**config.mk**
```make
export PLATFORM = sky130hd
export DESIGN_NAME = udp_checksum_engine
export DESIGN_NICKNAME = d
export VERILOG_FILES = /design/src/design/udpck_pkg.sv /design/src/design/udp_checksum_engine.sv
export SDC_FILE = /design/constraint.sdc
export NUM_CORES = 1
export LEC_CHECK = 0
export BUFFER_PORTS_ARGS = -buffer_cell sky130_fd_sc_hd__buf_2
export CAP_MARGIN = 20
export CORE_ASPECT_RATIO = 0.75
export CORE_MARGIN = 2
export CORE_UTILIZATION = 65
export DETAILED_ROUTE_END_ITERATION = 8
export HOLD_SLACK_MARGIN = 0.08
export PLACE_DENSITY = 0.8
export SLEW_MARGIN = 20
export SYNTH_ARGS = -nofsm -noshare
export SYNTH_HDL_FRONTEND = slang
export SYNTH_SLANG_ARGS = --single-unit
```
**constraint.sdc**
```tcl
create_clock -name clk -period 14.64 [get_ports clk]
set_input_delay 0 -clock clk [delete_from_list [all_inputs] [get_ports clk]]
set_output_delay 0 -clock clk [all_outputs]
set_load 0.01 [all_outputs]
```
**src/design/udpck_pkg.sv**
```systemverilog
package udpck_pkg;

  // Result status codes
  typedef enum logic [1:0] {
    ST_OK      = 2'd0,
    ST_NOT_UDP = 2'd1,
    ST_BAD_LEN = 2'd2,
    ST_SHORT   = 2'd3
  } status_t;

  localparam int unsigned POS_W = 17;
  localparam logic [POS_W-1:0] POS_MAX = '1;

  // Byte offsets within an IPv4 packet with a 20-byte header
  localparam logic [POS_W-1:0] POS_PROTO    = 17'd9;
  localparam logic [POS_W-1:0] POS_SRC_ADDR = 17'd12;
  localparam logic [POS_W-1:0] POS_ULEN_LO  = 17'd25;
  localparam logic [POS_W-1:0] POS_CSUM_HI  = 17'd26;
  localparam logic [POS_W-1:0] POS_CSUM_LO  = 17'd27;
  localparam logic [POS_W-1:0] POS_PAYLOAD  = 17'd28;
  localparam logic [POS_W-1:0] IP_HDR_LEN   = 17'd20;

  localparam logic [7:0]  UDP_PROTO   = 8'd17;
  localparam logic [15:0] UDP_HDR_LEN = 16'd8;
  localparam logic [15:0] SUM_ALL_ONE = 16'hffff;

  // One's-complement 16-bit add with end-around carry
  function automatic logic [15:0] ones_add(input logic [15:0] a, input logic [15:0] b);
    logic [16:0] s;
    s = {1'b0, a} + {1'b0, b};
    return s[15:0] + {15'd0, s[16]};
  endfunction

endpackage

```
**src/design/udp_checksum_engine.sv**
```systemverilog
// Channel  | Ports                                        | Direction
// input    | in_valid, in_stall, in_data_byte, in_last    | one packet byte per item
// result   | out_valid, out_stall, out_checksum,          | one item per packet,
//          | out_checksum_ok, out_status                  | after its last byte
//
// One byte is taken every cycle while in_stall is low; the one's-complement add on
// the running sum sets that rate. A result passes through the final stage to the
// output register after the last byte of its packet is accepted.
// Reset (synchronous, rst_n low) empties every stage and clears the sums.
// A stalled result holds the output register; an item behind it waits in the
// final stage, and the input side stalls only when a last byte cannot move on.
module udp_checksum_engine (
  input  logic        clk,
  input  logic        rst_n,
  input  logic        in_valid,
  output logic        in_stall,
  input  logic [7:0]  in_data_byte,
  input  logic        in_last,
  output logic        out_valid,
  input  logic        out_stall,
  output logic [15:0] out_checksum,
  output logic        out_checksum_ok,
  output logic [1:0]  out_status
);
  import udpck_pkg::*;

  // Input register
  logic             s1_valid_r;
  logic [7:0]       s1_byte_r;
  logic             s1_last_r;

  // Per-packet state
  logic [POS_W-1:0] pos_r, pos_nxt;
  logic [15:0]      sum_r, sum_nxt;
  logic [7:0]       held_r, held_nxt;
  logic [15:0]      ulen_r, ulen_nxt;
  logic [7:0]       proto_r, proto_nxt;
  logic [15:0]      recv_r, recv_nxt;

  // Final stage: snapshot of the state after a last byte
  logic             fin_valid_r;
  logic [POS_W-1:0] fin_pos_r;
  logic [15:0]      fin_sum_r;
  logic [7:0]       fin_held_r;
  logic [15:0]      fin_ulen_r;
  logic [7:0]       fin_proto_r;
  logic [15:0]      fin_recv_r;

  // Output register
  logic             out_valid_r;
  logic [15:0]      out_csum_r;
  logic             out_ok_r;
  status_t          out_status_r;

  // Flow control
  logic out_free, fin_free, fin_adv, s1_adv, s1_free, in_accept;

  assign out_free  = !out_valid_r || !out_stall;
  assign fin_adv   = fin_valid_r && out_free;
  assign fin_free  = !fin_valid_r || out_free;
  assign s1_adv    = s1_valid_r && (!s1_last_r || fin_free);
  assign s1_free   = !s1_valid_r || s1_adv;
  assign in_stall  = !s1_free;
  assign in_accept = in_valid && s1_free;

  always_ff @(posedge clk) begin
    if (!rst_n) begin
      s1_valid_r <= 1'b0;
    end else if (s1_free) begin
      s1_valid_r <= in_valid;
    end
  end

  always_ff @(posedge clk) begin
    if (in_accept) begin
      s1_byte_r <= in_data_byte;
      s1_last_r <= in_last;
    end
  end

  // Per-byte state update
  logic        in_word_span;
  logic        in_payload;
  logic [15:0] word;
  logic [15:0] sum_w1;

  assign in_payload   = (pos_r >= POS_PAYLOAD) && (pos_r < (IP_HDR_LEN + {1'b0, ulen_r}));
  assign in_word_span = ((pos_r >= POS_SRC_ADDR) && (pos_r <= POS_ULEN_LO)) || in_payload;
  assign word         = {held_r, s1_byte_r};
  assign sum_w1       = ones_add(sum_r, word);

  always_comb begin
    pos_nxt   = (pos_r != POS_MAX) ? pos_r + 17'd1 : pos_r;
    sum_nxt   = sum_r;
    held_nxt  = held_r;
    ulen_nxt  = ulen_r;
    proto_nxt = proto_r;
    recv_nxt  = recv_r;
    if (pos_r == POS_PROTO) begin
      proto_nxt = s1_byte_r;
      sum_nxt   = ones_add(sum_r, {8'd0, s1_byte_r});
    end
    if (in_word_span) begin
      if (!pos_r[0]) begin
        held_nxt = s1_byte_r;
      end else if (pos_r == POS_ULEN_LO) begin
        // UDP length counts twice: header word and pseudo-header copy
        ulen_nxt = word;
        sum_nxt  = ones_add(sum_w1, word);
      end else begin
        sum_nxt = sum_w1;
      end
    end
    if (pos_r == POS_CSUM_HI) recv_nxt = {s1_byte_r, 8'd0};
    if (pos_r == POS_CSUM_LO) recv_nxt = {recv_r[15:8], s1_byte_r};
  end

  // State registers; cleared after each last byte
  always_ff @(posedge clk) begin
    if (!rst_n) begin
      pos_r   <= '0;
      sum_r   <= '0;
      held_r  <= '0;
      ulen_r  <= '0;
      proto_r <= '0;
      recv_r  <= '0;
    end else if (s1_adv) begin
      if (s1_last_r) begin
        pos_r   <= '0;
        sum_r   <= '0;
        held_r  <= '0;
        ulen_r  <= '0;
        proto_r <= '0;
        recv_r  <= '0;
      end else begin
        pos_r   <= pos_nxt;
        sum_r   <= sum_nxt;
        held_r  <= held_nxt;
        ulen_r  <= ulen_nxt;
        proto_r <= proto_nxt;
        recv_r  <= recv_nxt;
      end
    end
  end

  // Final stage
  always_ff @(posedge clk) begin
    if (!rst_n) begin
      fin_valid_r <= 1'b0;
    end else begin
      fin_valid_r <= (s1_adv && s1_last_r) || (fin_valid_r && !out_free);
    end
  end

  always_ff @(posedge clk) begin
    if (s1_adv && s1_last_r) begin
      fin_pos_r   <= pos_r;
      fin_sum_r   <= sum_nxt;
      fin_held_r  <= held_nxt;
      fin_ulen_r  <= ulen_nxt;
      fin_proto_r <= proto_nxt;
      fin_recv_r  <= recv_nxt;
    end
  end

  // Result: odd-length pad, complement, verify and status
  logic [15:0] sum_pad, csum_raw, csum_calc, sum_chk;
  logic        short_pkt;
  status_t     status_calc;

  assign sum_pad   = fin_ulen_r[0] ? ones_add(fin_sum_r, {fin_held_r, 8'd0}) : fin_sum_r;
  assign csum_raw  = ~sum_pad;
  assign csum_calc = (csum_raw == 16'd0) ? SUM_ALL_ONE : csum_raw;
  assign sum_chk   = ones_add(sum_pad, fin_recv_r);
  assign short_pkt = ({1'b0, fin_pos_r} + 18'd1) < ({1'b0, IP_HDR_LEN} + {2'd0, fin_ulen_r});

  always_comb begin
    priority if (fin_pos_r < POS_ULEN_LO) status_calc = ST_SHORT;
    else if (fin_proto_r != UDP_PROTO)    status_calc = ST_NOT_UDP;
    else if (fin_ulen_r < UDP_HDR_LEN)    status_calc = ST_BAD_LEN;
    else if (short_pkt)                   status_calc = ST_SHORT;
    else                                  status_calc = ST_OK;
  end

  // Output register
  always_ff @(posedge clk) begin
    if (!rst_n) begin
      out_valid_r <= 1'b0;
    end else begin
      out_valid_r <= fin_adv || (out_valid_r && out_stall);
    end
  end

  always_ff @(posedge clk) begin
    if (fin_adv) begin
      out_status_r <= status_calc;
      out_csum_r   <= (status_calc == ST_OK) ? csum_calc : 16'd0;
      out_ok_r     <= (status_calc == ST_OK) && (sum_chk == SUM_ALL_ONE);
    end
  end

  assign out_valid       = out_valid_r;
  assign out_checksum    = out_csum_r;
  assign out_checksum_ok = out_ok_r;
  assign out_status      = out_status_r;

endmodule

```
==> results.tsv, run 1 <==
stage	metric	value	unit
status	status	finished clean	
place	dp.cells	1802	
pwr	power	1.15	mW
timing	period_needed	7.77	ns
cells_and_area	num_antenna_cells	0	
grt	grt.overflow.total	0	
worst_setup_path	crit_arrival	7.97	ns
cells_and_area	syn_to_final_growth	8.04	%
pwr	power_leakage	5.87	nW
clock_tree	h-tree-depth	4	
worst_setup_path	slowest_delay	0.55	ns
clock_tree	cts_root_buf	clkbuf_16	
worst_setup_path	path_class	reg2reg	
clock_tree	cts.repair.resized	0	
timing	final.period_utilization	0.530	
timing	grt_setup_unrepaired	no	
worst_setup_path	cp_common_cell	ha_1	
floorplan	coreArea	0.0210	mm^2
job	max_cap_violations	0	
clock_tree	worstSkewPairLatency	0.45	ns
route	wl_per_cell	20.6	um
timing	max-slew-margin-rel	0.337	
timing	hold_violations	0	
floorplan	die_w	172	um
yosys	synth.top_cell.area_share	0.238	
timing	finalMaxSlewViolations	0	
pwr	ir_worst_vdd	95.0	uV
cells_and_area	nNetsFinal	1670	
yosys	synth_cell_types	87	
clock_tree	cts_max_path_buffers	2	
yosys	syn-num-nets	1656	
route	drt-total-wl	38.1	mm
floorplan	start_util	0.657	
cells_and_area	fillers	1639	
cells_and_area	fin_cells	1846	
min_path	hold_class	in2reg	
timing	fmax	129	MHz
clock_tree	cts_buffers	17	
yosys	synth_cells	1531	
timing	setup_violations	0	
worst_setup_path	cp_data_required_time	14.84	ns
floorplan	die-area	0.0224	mm^2
route	viasPerCell	6.57	
pwr	power_density	77.3	mW/mm^2
floorplan	pin_count	34	
cells_and_area	postLayoutCoreUtil	0.709	
cells_and_area	regArea	0.00495	mm^2
timing	worst_pin_slew	0.992	ns
yosys	avgSynthCellArea	8.99	um^2
worst_setup_path	crit_fanout	7	
grt	grt_pass1_vias	11000	
yosys	async_flop_share	0	
yosys	syn_area	0.0138	mm^2
floorplan	row_count	46	
worst_setup_path	cp-end-kind	register	
yosys	synth_area_leaders	edfxtp_1, dfxtp_1, ha_1	
cells_and_area	drive_above_1_share	0.0860	
place	port-buffer-count	33	
yosys	ys_ff_latch	193	
worst_setup_path	cpMaxStageDelayCell	edfxtp_1	
yosys	synth_top_cell_by_area	edfxtp_1	
grt	grt_pass1_wl	59.0	mm
yosys	synth_edf_count	109	
place	hpwl	27.2	mm
route	vias	12100	
route	ant_nets	0	
timing	tns	0	ns
worst_setup_path	startpoint_type	register	
route	first_pass_iters	5	
cells_and_area	multiInputGateArea	0.00847	mm^2
grt	grt_max_degree	82	
timing	clock_skew	0.0107	ns
yosys	ys.warnings.count	0	
yosys	ys.flop_type	edfxtp_1	
grt	track_usage	0.345	
clock_tree	cts_tree	yes	
clock_tree	cts_sinks	193	
route	drc	0	
yosys	seq_area_frac_synth	0.360	
floorplan	die_y	130	um
clock_tree	clk_pin_slew	0.07	ns
grt	antenna_found_initial	0	
route	drt_iter0_markers	1292	
place	gp_congestion	0.997	
## metrics by stage
stage | setup WS (ns) | hold slack, ns | cell area, um^2
2_1_floorplan | 8.00 | 0.0989 | 13800
3_3_place_gp | 7.25 | 0.183 | 14200
3_5_place_dp | 7.01 | 0.181 | 14200
4_1_cts | 6.99 | 0.271 | 14900
6_report | 6.87 | 0.285 | 14900
5_1_grt | 6.24 | 0.275 | 14900
## state kept, by name (all words and copies together) (netlist names), 16 cells and up
signal	count
out_checksum	16
fin_recv_r	16
ulen_r	16
pos_r	17
recv_r	16
fin_sum_r	16
sum_r	16
fin_pos_r	17
fin_ulen_r	16
## power by group
group / switching [mW] / leakage (nW) / internal [mW] / total [mW]
clock network: 0.223 / 0.282 / 0.229 / 0.452
registers: 0.00984 / 1.83 / 0.576 / 0.585
logic: 0.0734 / 3.76 / 0.0383 / 0.112
## synthesized netlist by cell type (all sizes together) (21+ instances only)
cell type	n
nand4	30
and2	23
edfxtp	109
nor3	29
ha	108
xnor2	79
xor2	58
nand3	57
inv	38
nand2	147
nor2	155
dfxtp	84
a21oi	113
mux2	28
a21o	33
clkbuf	52
o21ai	74
and3	21
a22oi	51
## routing by layer
| metal | wire length, um | share of wire | vias up | track usage |
|---|---|---|---|---|
| li1 | - | - | 5709 | - |
| met1 | 16700 | 0.44 | 5799 | 0.485 |
| met2 | 16700 | 0.44 | 547 | 0.528 |
| met3 | 3610 | 0.095 | 71 | 0.0773 |
| met4 | 1050 | 0.028 | 0 | 0.115 |
| met5 | 0 | 0 | - | 0 |
## kinds of logic after synthesis
family,Yosys count,share of synthesized area
AO/OA/AOI/OAI,396,0.193
XOR/XNOR,137,0.0872
flip-flops,193,0.360
buffers and inverters,99,0.0276
AND/OR/NAND/NOR,556,0.198
multiplexers,37,0.0295
adder cells (fa/ha/maj),113,0.105
## path summary, 6_finish.rpt
kind,cells past startpoint,endpoint,slack (ns),startpoint
setup / recovery,37,fin_sum_r[14]$_DFFE_PP_,6.87,s1_byte_r[0]$_DFFE_PP_
hold / removal,2,s1_last_r$_DFFE_PP_,0.29,in_last
setup reg to reg,37,fin_sum_r[14]$_DFFE_PP_,6.87,s1_byte_r[0]$_DFFE_PP_
hold reg to reg,2,recv_r[10]$_SDFFE_PN0P_,0.51,recv_r[10]$_SDFFE_PN0P_
## placed cells by master (no fill, tap or decap), types with 6 or more instances in the layout
cell type	netlist	final
nor3_1	29	29
and2_1	21	21
o21ai_0	69	68
a31oi_1	9	9
clkbuf_16	0	17
o21a_1	16	16
o211ai_1	10	10
and4_1	6	6
or3_1	16	16
o21bai_1	7	7
inv_1	37	37
nor4_1	14	14
a32o_1	6	6
and3_1	21	21
mux2i_1	9	9
nor2_1	154	152
a211oi_1	8	8
a22oi_1	51	51
xnor2_1	79	79
a21oi_1	113	113
or2_2	6	6
dfxtp_1	84	84
buf_4	0	9
nand4_1	30	30
ha_1	108	108
nand2b_1	15	15
dlygate4sd3_1	0	12
o2111ai_1	8	8
nand2_1	146	146
buf_2	6	33
nor2b_1	8	8
xor2_1	58	58
edfxtp_1	109	109
a21o_1	33	33
mux2_2	28	28
nand3_1	57	57
## repair_timing
action,CTS,global route
endpoints found under the hold margin,15,0
hold buffers,12,0
setup buffers,0,0
## layout make-up
| cell class | count | area share |
|---|---|---|
| clock buffers | 19 | 0.0298 |
| multi-input cells | 1239 | 0.570 |
| inverters | 39 | 0.00985 |
| repair buffers | 55 | 0.0245 |
| clock inverters | 13 | 0.00833 |
| well taps | 288 | 0.0242 |
| flip-flops and latches | 193 | 0.333 |
## critical path: cells and delay by family (launching register included)
family	cells	cell delay (ns)
adders and majority gates	7	1.93
AOI/OAI and AO/OA	10	1.94
and+or+nand+nor	18	2.74
DFF	1	0.55
xor gates and xnor gates	2	0.35
Power figures use the tool's default switching activity.
==> run 2: changes to the inputs <==
- ABC_AREA: not set -> 1
- CORE_UTILIZATION: 65 -> 58
- PLACE_DENSITY: 0.8 -> 0.76
- clock period: 14.64 -> 7 ns (I/O delays scaled with it)
==> run 2 against run 1 <==
Against the previous run:
- wire length increased by 16%
- first-iteration DRC count rose by 20%
- worst hold slack got worse by 0.015 ns
- combinational power rose to 2.9 times the previous value
- clock skew up 0.0041 ns
- largest cell class unchanged
- highest routed layer unchanged
- count of clock-buffer cells in the layout down 2
==> results.tsv, run 2 <==
stage	metric	value	unit	change
route	ant_nets	0		unchanged
clock_tree	cts_sinks	193		unchanged
timing	hold_violations	0		unchanged
timing	tns	0	ns	unchanged
place	gp_congestion	0.998		was 0.997
route	viasPerCell	5.66		was 6.57
yosys	ys.flop_type	edfxtp_1		unchanged
grt	track_usage	0.332		was 0.345
clock_tree	cts_root_buf	clkbuf_16		unchanged
timing	grt_setup_unrepaired	no		unchanged
yosys	synth-simple-area-share	0.320		was 0.198
timing	max-slew-margin-rel	0.355		was 0.337
route	vias	14100		was 12100
timing	fin_ws	0.698	ns	was 6.87 ns
yosys	avgSynthCellArea	7.09	um^2	was 8.99 um^2
yosys	synth_most_common_cell	nand2_1		was nor2_1
yosys	synth.top_cell.area_share	0.220		was 0.238
clock_tree	cts_buffers	17		unchanged
worst_setup_path	crit_fanout	5		was 7
clock_tree	worstSkewPairLatency	0.45	ns	about the same
worst_setup_path	startpoint_type	register		unchanged
yosys	synthAdderAreaFrac	0.0964		was 0.105
cells_and_area	num_antenna_cells	0		unchanged
floorplan	pin_count	34		unchanged
yosys	async_flop_share	0		unchanged
yosys	syn_area	0.0149	mm^2	was 0.0138 mm^2
route	first_pass_iters	6		was 5
cells_and_area	drive_above_1_share	0.0788		was 0.0860
timing	period_needed	6.30	ns	was 7.77 ns
yosys	synth_cells	2095		was 1531
grt	antenna_found_initial	0		unchanged
pwr	pwr-share-clk	0.399		was 0.394
cells_and_area	reg_top3	fin_pos_r x17, pos_r x17		unchanged
pwr	seqPwrFrac	0.477		was 0.509
cells_and_area	nNetsFinal	2257		was 1670
pwr	switching_share	0.281		was 0.266
timing	final.period_utilization	0.900		was 0.530
yosys	ys.warnings.count	0		unchanged
worst_setup_path	crit_arrival	6.68	ns	was 7.97 ns
route	wl_per_cell	17.9	um	was 20.6 um
floorplan	row_count	50		was 46
grt	grt_pass1_wl	69.0	mm	was 59.0 mm
grt	grt_pass1_vias	12500		was 11000
grt	grt.overflow.total	0		unchanged
yosys	yosys-top-cells-count	nand2_1, inv_1, nand3_1		was nor2_1, nand2_1, a21oi_1
worst_setup_path	slowest_delay	0.48	ns	was 0.55 ns
floorplan	coreArea	0.0251	mm^2	was 0.0210 mm^2
worst_setup_path	path_class	reg2reg		unchanged
pwr	power_density	161	mW/mm^2	was 77.3 mW/mm^2
pwr	p_sw	725	uW	was 306 uW
yosys	seq_area_frac_synth	0.334		was 0.360
pwr	ir_worst_vdd	167	uV	was 95.0 uV
worst_setup_path	cp_data_required_time	7.38	ns	was 14.84 ns
cells_and_area	syn_to_final_growth	8.10	%	was 8.04%
place	port-buffer-count	33		unchanged
yosys	muxShareOfSynthArea	0.00337		was 0.0295
floorplan	start_util	0.592		was 0.657
pwr	p_int	1.85	mW	was 843 uW
timing	finalMaxSlewViolations	0		unchanged
min_path	hold_class	in2reg		unchanged
yosys	ys_ff_latch	193		unchanged
route	drt-total-wl	44.4	mm	was 38.1 mm
clock_tree	post_cts.repair.setup_buffers	0		unchanged
clock_tree	cts_max_path_buffers	2		unchanged
worst_setup_path	cp_common_cell	nand2_1		was ha_1
yosys	synthXorXnorAreaFrac	0.0466		was 0.0872
cells_and_area	final_cell_mix	nand2_1, inv_1, nand3_1		was nor2_1, nand2_1, a21oi_1
grt	grt_max_degree	69		was 82
clock_tree	clk_pin_slew	0.08	ns	was 0.07 ns
timing	setup_violations	0		unchanged
job	max_cap_violations	0		unchanged
route	drc	0		unchanged
place	dp.cells	2439		was 1802
timing	worst_pin_slew	0.964	ns	was 0.992 ns
yosys	syn-num-nets	2220		was 1656
timing	clock_skew	0.0148	ns	was 0.0107 ns
yosys	synth_compound_area_frac	0.110		was 0.193
worst_setup_path	cp-end-kind	register		unchanged
cells_and_area	mostFrequentLayoutCell	nand2_1		was nor2_1
yosys	synth_top_cell_by_area	edfxtp_1		unchanged
worst_setup_path	cpMaxStageDelayCell	edfxtp_1		unchanged
clock_tree	cts_tree	yes		unchanged
timing	fmax	159	MHz	was 129 MHz
status	status	finished clean		unchanged
route	drt_iter0_markers	1546		was 1292
yosys	synth_area_leaders	edfxtp_1, nand2_1, dfxtp_1		was edfxtp_1, dfxtp_1, ha_1
yosys	synth_top_family_by_area	simple AND/OR/NAND/NOR gates		unchanged
floorplan	die_w	189	um	was 172 um
yosys	synth_edf_count	109		unchanged
yosys	synth_cell_types	57		was 87
floorplan	die-area	0.0269	mm^2	was 0.0224 mm^2
place	hpwl	34.7	mm	was 27.2 mm
pwr	power_leakage	7.26	nW	was 5.87 nW
cells_and_area	postLayoutCoreUtil	0.640		was 0.709
cells_and_area	fin_cells	2483		was 1846
floorplan	die_y	143	um	was 130 um
place	pre_cts_ws	0.815	ns	was 7.01 ns
pwr	comb_power_share	0.124		was 0.097
clock_tree	h-tree-depth	4		unchanged
run 2: changes by cell type in the layout (fill, tap and decap cells not counted), sizes merged, moves of 28 or more:
cell / delta
a21o: -28
nand3: +107
inv: +259
o21ai: +28
a22oi: -51
nand2: +494
xnor2: -55
a21oi: +43
mux2: -28
run 2: cell type report:
class | instances | area [um^2]
Fill cell | 2220 | 9030
Clock buffer | 17 | 425
Multi-Input combinational cell | 1569 | 8580
Clock inverter | 15 | 196
Timing Repair Buffer | 54 | 353
Sequential cell | 193 | 4950
Inverter | 297 | 1120
Tap cell | 338 | 423
run 2: final timing paths:
| kind | slack (ns) | to | startpoint | cells past startpoint |
|---|---|---|---|---|
| worst max-delay path | 0.70 | sum_r[13]$_SDFFE_PN0P_ | s1_byte_r[0]$_DFFE_PP_ | 40 |
| worst min-delay path | 0.27 | s1_last_r$_DFFE_PP_ | in_last | 2 |
| worst max register to register | 0.70 | sum_r[13]$_SDFFE_PN0P_ | s1_byte_r[0]$_DFFE_PP_ | 40 |
| worst min register to register | 0.47 | proto_r[6]$_SDFFE_PN0P_ | proto_r[6]$_SDFFE_PN0P_ | 2 |
run 2: kinds of logic after synthesis:
group,Yosys count
compound gates,292
xor+xnor,76
fa+ha+maj,112
buf+inv,333
flops,193
mux,5
simple gates,1084
run 2: stage by stage:
stage               instance area (um^2)  power (mW)  hold slack, ns
floorplan                          14900        1.47          0.0989
detailed placement                 15300        1.56           0.180
global placement                   15300        1.56           0.177
global route                       16100        2.66           0.298
finish                             16100        2.58           0.270
CTS                                16000        2.58           0.262
run 2: what timing repair did:
action | in CTS | in global routing
hold buffers | 12 | 0
gates resized for setup | 0 | 1
endpoints found under the setup margin | 0 | 1
endpoints found under the hold margin | 16 | 0
run 2: power groups by stage:
stage	Clock (mW)	Combinational, mW	Sequential [mW]
after global placement	0	0.304	1.25
after global routing	1.08	0.354	1.23
after floorplan	0	0.220	1.25
final	1.03	0.320	1.23
after CTS	1.03	0.313	1.23
after detailed placement	0	0.307	1.26
run 2: metal layers:
layer / up-vias / part of all wire / wire (um) / global-route usage
met5: - / 0 / 0 / 0
met4: 0 / 0.015 / 650 / 0.0658
met3: 52 / 0.091 / 4020 / 0.0409
met2: 611 / 0.44 / 19400 / 0.527
met1: 6456 / 0.46 / 20300 / 0.489
li1: 6937 / - / - / -
run 2: critical path: cells and delay by family, from the launching register on:
family | cells | cell delay (ns)
AND/OR/NAND/NOR | 28 | 3.46
flip-flops | 1 | 0.48
buffers and inverters | 1 | 0.05
AO/OA/AOI/OAI | 5 | 0.56
adder cells (fa/ha/maj) | 6 | 1.68
==> run 3: changes to the inputs <==
- TNS_END_PERCENT: not set -> 100
- clock period: 7 -> 5.5 ns (I/O delays scaled with it)
==> run 3 against run 2 <==
Against the previous run:
- the flow now finishes with violations (negative setup slack)
- critical path depth up 3
- worst hold slack improved by 0.0063 ns
- sequential share of layout area decreased by 3.1 points
- non-clock buffer count is 139 higher
- critical path type unchanged
- first-iteration DRC count grew 5.7%
- final cell count increased by 5.6%
- critical endpoint is now out_checksum_ok$_DFFE_PP_
- fmax rose by 9.4%
==> results.tsv, run 3 (synthesis results as in run 2) <==
stage	metric	value	unit	change
clock_tree	clk_pin_slew	0.08	ns	about the same
cells_and_area	reg_top3	fin_pos_r x17, pos_r x17		unchanged
status	violations	negative setup slack		
grt	track_usage	0.346		was 0.332
cells_and_area	drive_above_1_share	0.197		was 0.0788
route	drt-total-wl	47.1	mm	was 44.4 mm
clock_tree	cts_root_buf	clkbuf_16		unchanged
job	max_cap_violations	0		unchanged
clock_tree	cts_sinks	193		unchanged
floorplan	die_y	143	um	unchanged
clock_tree	cts_tree	yes		unchanged
pwr	power_leakage	8.07	nW	was 7.26 nW
floorplan	pin_count	34		unchanged
pwr	power	3.40	mW	was 2.58 mW
place	placed_area	0.0162	mm^2	was 0.0153 mm^2
route	drc	0		unchanged
clock_tree	cts_buffers	17		unchanged
worst_setup_path	cp_data_required_time	5.80	ns	was 7.38 ns
route	ant_nets	0		unchanged
worst_setup_path	crit_fanout	3		was 5
worst_setup_path	timing.rr.start	fin_sum_r[8]$_DFFE_PP_		was s1_byte_r[0]$_DFFE_PP_
grt	grt.overflow.total	0		unchanged
floorplan	row_count	50		unchanged
timing	max-slew-margin-rel	0.262		was 0.355
floorplan	die-area	0.0269	mm^2	unchanged
cells_and_area	stdcell_area	0.0178	mm^2	was 0.0161 mm^2
worst_setup_path	cp-end-kind	register		unchanged
route	drt_iter0_markers	1634		was 1546
timing	timing.hold.ws	0.276	ns	was 0.270 ns
timing	worst_pin_slew	1.10	ns	was 0.964 ns
min_path	hold_class	in2reg		unchanged
cells_and_area	fillers	2062		was 2220
clock_tree	worstSkewPairLatency	0.45	ns	about the same
grt	antenna_found_initial	0		unchanged
cells_and_area	syn_to_final_growth	20.1	%	was 8.10%
place	gp_congestion	0.983		was 0.998
timing	finalMaxSlewViolations	0		unchanged
worst_setup_path	startpoint	fin_sum_r[8]$_DFFE_PP_		was s1_byte_r[0]$_DFFE_PP_
worst_setup_path	crit_arrival	6.06	ns	was 6.68 ns
clock_tree	h-tree-depth	4		unchanged
worst_setup_path	startpoint_type	register		unchanged
timing	fin_ws	-0.262	ns	was 0.698 ns
cells_and_area	postLayoutCoreUtil	0.711		was 0.640
place	port-buffer-count	33		unchanged
place	hpwl	36.4	mm	was 34.7 mm
timing	hold_violations	0		unchanged
timing	final.period_utilization	1.05		was 0.900
pwr	ir_worst_vdd	208	uV	was 167 uV
timing	grt_setup_unrepaired	yes		was no
route	wl_per_cell	17.9	um	about the same
cells_and_area	final_cell_mix	nand2_1, inv_1, buf_4		was nand2_1, inv_1, nand3_1
timing	fmax	174	MHz	was 159 MHz
route	viasPerCell	5.63		was 5.66
clock_tree	cts_max_path_buffers	2		unchanged
timing	clock_skew	0.0101	ns	was 0.0148 ns
timing	setup_violations	5		was 0
pwr	power_density	191	mW/mm^2	was 161 mW/mm^2
grt	grt_pass1_vias	13300		was 12500
worst_setup_path	path_class	reg2reg		unchanged
worst_setup_path	slowest_delay	0.38	ns	was 0.48 ns
min_path	hold_path_startpoint	in_data_byte[2]		was in_last
floorplan	coreArea	0.0251	mm^2	unchanged
route	vias	14800		was 14100
cells_and_area	mostFrequentLayoutCell	nand2_1		unchanged
route	first_pass_iters	7		was 6
cells_and_area	fin_cells	2623		was 2483
grt	grt_pass1_wl	71.3	mm	was 69.0 mm
floorplan	start_util	0.592		unchanged
worst_setup_path	cpMaxStageDelayCell	fa_2		was edfxtp_1
cells_and_area	nNetsFinal	2396		was 2257
floorplan	die_w	189	um	unchanged
place	dp.cells	2554		was 2439
status	status	complete, but fails checks		was finished clean
grt	grt_max_degree	69		unchanged
timing	period_needed	5.76	ns	was 6.30 ns
-- run 3: cell types whose count changed in the layout (fill, tap and decap cells not counted), moves of 14 or more --
cell	previous run	this run
nand2_2	19	52
a21oi_2	8	25
nand3_1	157	136
nand3_2	7	24
buf_4	9	141
inv_1	286	272
a21oi_1	147	130
nand2_1	619	580
ha_4	0	14
ha_1	108	88
-- run 3: report_power, final --
group	switching (mW)	total, mW	leakage, nW	internal (mW)
clock network	0.634	1.33	0.307	0.700
logic	0.328	0.500	6.05	0.172
registers	0.0241	1.56	1.71	1.54
total	0.985	3.40	8.07	2.41
-- run 3: repair_timing --
action                                 4_1_cts  5_1_grt
setup endpoints to repair                   16       29
gates resized for setup                     21      160
endpoints found under the hold margin       16        0
buffers inserted                             1       23
pin swaps                                    4       89
hold buffers                                12        0
-- run 3: metal layers --
metal,vias to the layer above,wire length (um),track usage
met3,91,4990,0.0801
met4,0,1290,0.100
met5,-,0,0
met1,6795,20500,0.487
met2,662,20300,0.530
li1,7225,-,-
-- run 3: per-stage QoR --
step / worst slack (ns) / TNS [ns]
after floorplan: 0.174 / 0
after global placement: -0.0814 / -0.149
after detailed placement: -0.203 / -1.52
after CTS: -0.0331 / -0.0331
after global routing: -0.646 / -5.28
final: -0.262 / -0.414
-- run 3: worst max-delay path, delay by kind of cell (launching register included) --
family / cells / cell delay, ns
adders and majority gates: 6 / 1.46
and+or+nand+nor: 22 / 2.18
AOI/OAI and AO/OA: 10 / 1.24
buffers and inverters: 5 / 0.41
DFF: 1 / 0.36
-- run 3: path summary, 6_finish.rpt --
check,slack (ns),endpoint,depth (start not counted)
max reg2reg,-0.26,out_checksum_ok$_DFFE_PP_,43
min,0.28,s1_byte_r[2]$_DFFE_PP_,2
max,-0.26,out_checksum_ok$_DFFE_PP_,43
min reg2reg,0.47,recv_r[6]$_SDFFE_PN0P_,2
-- run 3: cell type report --
| cell class | count | area [um^2] | area share |
|---|---|---|---|
| tap | 338 | 423 | 0.0237 |
| antenna | 1 | 2.50 | 0.000140 |
| clock buffer | 17 | 425 | 0.0239 |
| clock inverter | 15 | 206 | 0.0116 |
| multi-input combinational | 1569 | 9280 | 0.520 |
| sequential | 193 | 4950 | 0.278 |
| inverter | 297 | 1120 | 0.0629 |
| timing repair buffer | 193 | 1420 | 0.0798 |
